<file path="src/rtl/core/bpc_pkg.sv">
`timescale 1ns / 1ps
// ----------------------------------------------------------------------------
// bpc_pkg
// Shared constants and arithmetic helpers for the pressure compensation core.
// ----------------------------------------------------------------------------
package bpc_pkg;

  localparam int unsigned DIV_W = 32;
  localparam int unsigned LAT = 78;

  localparam logic [1:0] REG_CAL0 = 2'd0;
  localparam logic [1:0] REG_CAL1 = 2'd1;
  localparam logic [1:0] REG_CAL2 = 2'd2;
  localparam logic [1:0] REG_OSS  = 2'd3;

  localparam logic signed [10:0] TEMP_MIN = -11'sd400;
  localparam logic signed [10:0] TEMP_MAX = 11'sd850;
  localparam logic [16:0] PRESS_MAX = 17'h1FFFF;

  // Signed division by 2^k, rounding toward zero.
  function automatic logic signed [31:0] tdiv(input logic signed [31:0] v,
                                               input int unsigned k);
    logic signed [31:0] bias;
    logic [63:0] mask;
    mask = (64'd1 << k) - 64'd1;
    bias = v[31] ? $signed(mask[31:0]) : 32'sd0;
    return (v + bias) >>> k;
  endfunction

  // Low 32 bits of a signed product.
  function automatic logic signed [31:0] mul_lo(input logic signed [31:0] a,
                                                 input logic signed [31:0] b);
    logic signed [63:0] m;
    m = a * b;
    return m[31:0];
  endfunction

endpackage

</file>
<file path="src/rtl/core/bpc_div.sv">
`timescale 1ns / 1ps
// ----------------------------------------------------------------------------
// bpc_div
// Pipelined unsigned restoring divider, one quotient bit per register stage.
// ----------------------------------------------------------------------------
module bpc_div
  import bpc_pkg::*;
(
  input  logic             clk,
  input  logic             en,
  input  logic [DIV_W-1:0] num,
  input  logic [DIV_W-1:0] den,
  output logic [DIV_W-1:0] quo
);

  logic [DIV_W-1:0] rem_r [DIV_W];
  logic [DIV_W-1:0] nq_r  [DIV_W];
  logic [DIV_W-1:0] d_r   [DIV_W];

  for (genvar i = 0; i < DIV_W; i++) begin : g_stage
    logic [DIV_W-1:0] rin, nin, din;
    logic [DIV_W:0]   sh;
    logic             ge;
    logic [DIV_W-1:0] rem_nxt, nq_nxt;

    if (i == 0) begin : g_first
      assign rin = '0;
      assign nin = num;
      assign din = den;
    end else begin : g_rest
      assign rin = rem_r[i-1];
      assign nin = nq_r[i-1];
      assign din = d_r[i-1];
    end

    always_comb begin
      sh = {rin, nin[DIV_W-1]};
      ge = (sh >= {1'b0, din});
      rem_nxt = ge ? DIV_W'(sh - {1'b0, din}) : sh[DIV_W-1:0];
      nq_nxt = {nin[DIV_W-2:0], ge};
    end

    always_ff @(posedge clk) begin
      if (en) begin
        rem_r[i] <= rem_nxt;
        nq_r[i] <= nq_nxt;
        d_r[i] <= din;
      end
    end
  end

  assign quo = nq_r[DIV_W-1];

endmodule

</file>
<file path="config.mk">
export PLATFORM = sky130hd
export DESIGN_NAME = bpc_div
export DESIGN_NICKNAME = d
export VERILOG_FILES = /design/src/rtl/core/bpc_pkg.sv /design/src/rtl/core/bpc_div.sv
export SDC_FILE = /design/constraint.sdc
export NUM_CORES = 2
export LEC_CHECK = 0
export BUFFER_PORTS_ARGS = -buffer_cell sky130_fd_sc_hd__buf_4
export CAP_MARGIN = 20
export CORE_MARGIN = 2
export CORE_UTILIZATION = 31
export DETAILED_ROUTE_END_ITERATION = 12
export HOLD_SLACK_MARGIN = 0.08
export RECOVER_POWER = 25
export SETUP_SLACK_MARGIN = 0.5
export SYNTH_ARGS = -nofsm -noshare
export SYNTH_HDL_FRONTEND = slang
export SYNTH_SLANG_ARGS = --single-unit
</file>
<file path="constraint.sdc">
create_clock -name clk -period 3.7 [get_ports clk]
set_input_delay 0.185 -clock clk [delete_from_list [all_inputs] [get_ports clk]]
set_output_delay 0.185 -clock clk [all_outputs]
set_load 0.05 [all_outputs]
</file>
# After elaboration in Yosys (flattened, before gate mapping)
# Memory sizes are Yosys's and may differ from the RTL's.
# Cells that the tools add are included.
[totals]
elab_cells = 101
output_inout_bits = 32
n_memories = 3
mem_bits_rw = 3072
reg_bits = 0
[op_classes]
order_cmp = 32
add_sub_neg = 32
mux = 34
[memory_table]
columns = ["memory", "depth", "word_bits", "rd", "rd_clocked_by_memory_dff", "wr", "line_no", "rtl"]
rows = [
  ["d_r", 32, 32, 31, 0, 32, "bpc_div.sv:18", "logic [DIV_W-1:0] d_r [DIV_W];"],
  ["nq_r", 32, 32, 32, 0, 32, "bpc_div.sv:17", "logic [DIV_W-1:0] nq_r [DIV_W];"],
  ["rem_r", 32, 32, 31, 0, 32, "bpc_div.sv:16", "logic [DIV_W-1:0] rem_r [DIV_W];"],
]
[op_table]
columns = ["cell", "n"]
rows = [
  ["2-to-1 mux 32 bit", 32],
  ["greater-or-equal comparator 33 x 32 -> 1 bit", 31],
  ["subtractor 32 bit", 31],
  ["greater-or-equal comparator 1 x 32 -> 1 bit", 1],
  ["subtractor 1 x 32 -> 32 bit", 1],
  ["2-to-1 mux 1 bit", 2],
]

# Longest topological paths before layout
# An unclocked memory read counts as a cell.
[depth]
ltp_word = 3
ltp_mapped = 15
mapped_depth_nobuf = 13

# Worst setup path after synthesis
# No wires, ideal clock.
[synth_timing]
path_type = "reg2reg"
startpoint = "mem d_r[27][0]"
endpoint = "mem rem_r[28][30] (data pin)"
n_path_buf = 0
path_stages_with_launch = 13
t_arrival_ns = 3.199
path_slack_ns = 0.241
setup_ns = 0.260
required_ns = 3.440
path_cell_list = "edfxtp_1 > ha_1 > fa_1 > nor2b_1 > o21ai_0 > a21boi_0 > nor2_1 > o41ai_1 > a21boi_0 > o211a_1 > o31ai_1 > xor2_1 > mux2_4"
[synth_lines]
columns = ["element", "line_no"]
rows = [
  ["start: declaration", "bpc_div.sv:18"],
  ["end: declaration", "bpc_div.sv:16"],
]

==> qor.csv <==
metric,value,unit
status,finished with violations,
violations,"capacitance limit, slew limit",
clk_pin_slew,60,ps
cp-startpoint,d_r[0][8]$_DFFE_PP_,
p_leak,75.5,nW
synth_area_per_cell,12.2,µm²
fin_cells,20800,
place_inst,19800,
synth_simple_gate_area_frac,0.0768,
synth_edf_count,3008,
worst_slew_pin_slew,2460,ps
maxCapViolations,1,
worst_ep_arrival_time,4340,ps
core,0.498,mm²
period_minus_slack,3600,ps
antenna_found_initial,11,
grt_pass1_vias,96600,
worstSetupPathType,reg2reg,
power_density,893,mW/mm²
final_common_cell,edfxtp_1,
cts_root_buf,clkbuf_16,
crit-reg2reg-launch,d_r[0][8]$_DFFE_PP_,
required,4440,ps
numCtsBuffers,329,
synth-compound-area-share,0.133,
synth.distinct_cells,95,
ioPinCount,98,
synthAdderAreaFrac,0.0840,
die_y,711,µm
synthXorXnorAreaFrac,0.0445,
endpoint_kind,flip-flop,
hp-start,den[1],
async_flop_share,0,
dp_hpwl,265000,µm
final_layout_size_suffix_gt1_frac,0.195,
io_buffers,97,
drc,0,
die_x,711,µm
syn_inst,12700,
rsz0062_at_grt,yes,
skew,71.9,ps
cts_num_sinks,3008,
final_util,0.380,
setup_viol,0,
via_per_inst,4.86,
hold_depth,3,
cts_buffer_depth,4,
synth_ff_type,edfxtp_1,
ir_drop,0.420,mV
rows,259,
detail_route.wirelength,374000,µm
synth_top_family_by_area,compound AO/OA/AOI/OAI gates,
cts_tree,yes,
synth_warnings,0,
clk_latency,990,ps
grt_usage,0.138,
yosys-mux-area-fraction,0.0409,
grt_max_degree,181,
finalHoldViolations,0,
start_util,0.311,
firstDrtPassIters,6,
hold_path.class,in2reg,
drtAntennaViolNets,0,
finalCritPeriodShare,0.973,
relSlewSlack,-0.639,
drv_slew,31,
syn_to_final_growth,22.2,%
drt_iter0_drc,6982,
ys_ff_latch,3008,
gp_congestion,0.898,
dieArea,0.506,mm²
nets,15000,
grt_pass1_wl,558000,µm
final_cell_mix,"3008 x edfxtp_1, 1213 x inv_1, 922 x a21oi_1",
htreeDepth,5,
r2r_cells,15,
path_max_fanout,7,
max_freq,278,MHz
cp-start-kind,flip-flop,
wire_per_inst,18.0,µm
synth_area,0.155,mm²
overflow,0,
num_vias,101000,
yosysSeqAreaShare,0.582,
syn_nets,13800,
[synth_stat cells (all sizes together) (28+ instances only)]
cell | instances | area, µm²
o21a | 124 | 931
inv | 1240 | 4650
o31ai | 84 | 641
fa | 30 | 601
and3 | 91 | 569
nand2b | 109 | 682
mux2 | 510 | 5840
o211ai | 55 | 413
a211oi | 71 | 546
o21ai | 695 | 3490
o31a | 42 | 368
nor2 | 690 | 2590
o21bai | 119 | 893
a21boi | 63 | 477
a31oi | 106 | 691
edfxtp | 3008 | 90300
buf | 73 | 414
a21o | 570 | 4280
a41oi | 28 | 283
mux2i | 50 | 500
a21oi | 1008 | 5040
nor3 | 128 | 641
or3 | 35 | 219
or2 | 28 | 175
nand2 | 742 | 2790
and2 | 54 | 338
a31o | 42 | 368
xor2 | 321 | 2810
clkbuf | 259 | 972
nand3 | 206 | 1040
nand4 | 169 | 1060
nor4 | 46 | 288
nor2b | 120 | 751
xnor2 | 467 | 4090
ha | 994 | 12400
[sequential cells by signal, indices dropped and copies added, names as in the netlist]
signal,count
nq_r,1024
rem_r,992
d_r,992
[power by group]
group | total [mW] | switching [mW] | internal [mW]
Clock | 33.1 | 14.0 | 19.2
Sequential | 54.2 | 5.32 | 48.9
Combinational | 82.0 | 41.8 | 40.1
Total | 169 | 61.1 | 108
[final cells by class]
| type | instances | area (µm²) |
|---|---|---|
| Fill cell | 47600 | 309000 |
| Sequential cell | 3008 | 90300 |
| Multi-Input combinational cell | 8124 | 63700 |
| Timing Repair Buffer | 1207 | 11700 |
| Clock buffer | 380 | 8490 |
| Tap cell | 6655 | 8330 |
| Inverter | 1240 | 4660 |
| Clock inverter | 199 | 2310 |
| Antenna cell | 9 | 22.5 |
[kinds of logic after synthesis]
family                   after synthesis
AO/OA/AOI/OAI                       3235
XOR/XNOR                             788
adder cells (fa/ha/maj)             1024
buffers and inverters               1572
flip-flops                          3008
multiplexers                         560
AND/OR/NAND/NOR                     2512
[critical path, cell delays in order, from the launching register on]
cell       delay (ps)
edfxtp_1          410
inv_1             120
ha_4              230
a21o_1            210
a31oi_1           160
o21ai_1           140
o21ai_2           200
a211oi_2          100
buf_4             150
or3_4             410
a31oi_4           150
o21ai_2            90
a41oi_4           340
buf_6             180
clkbuf_16         160
mux2_4            300
[layer usage]
layer / share of wire / GRT usage / vias up / wire length [µm]
met1: 0.43 / 0.175 / 49100 / 162000
met3: 0.037 / 0.0157 / 616 / 13700
met2: 0.50 / 0.244 / 1869 / 186000
met4: 0.032 / 0.0437 / 0 / 12000
li1: - / - / 49500 / -
met5: 0 / 0 / - / 0
[stage by stage]
stage | TNS (ps) | total power, mW | area [µm²] | setup WS [ps] | hold WS, ps
2_1_floorplan | 0 | 102 | 155000 | 342 | 284
3_3_place_gp | -7320 | 125 | 169000 | -259 | 364
3_5_place_dp | -4360 | 125 | 169000 | -186 | 364
4_1_cts | 0 | 162 | 183000 | 75.7 | 111
5_1_grt | -27.0 | 180 | 190000 | -10.1 | 233
6_report | 0 | 169 | 190000 | 99.7 | 272
[final timing paths]
path	end	slack, ps
setup / recovery	rem_r[1][18]$_DFFE_PP_	100
hold / removal	rem_r[0][7]$_SDFFCE_PP0P_	270
setup reg to reg	rem_r[1][18]$_DFFE_PP_	100
hold reg to reg	nq_r[29][13]$_DFFE_PP_	380
[what timing repair did]
item,CTS,global route
cloned,20,40
setup endpoints to repair,966,989
hold buffers,129,0
hold endpoints to repair,406,0
gates resized for setup,235,925
setup buffers,68,201
pin swaps,76,308
No activity file was read; power rests on OpenSTA's default activity.
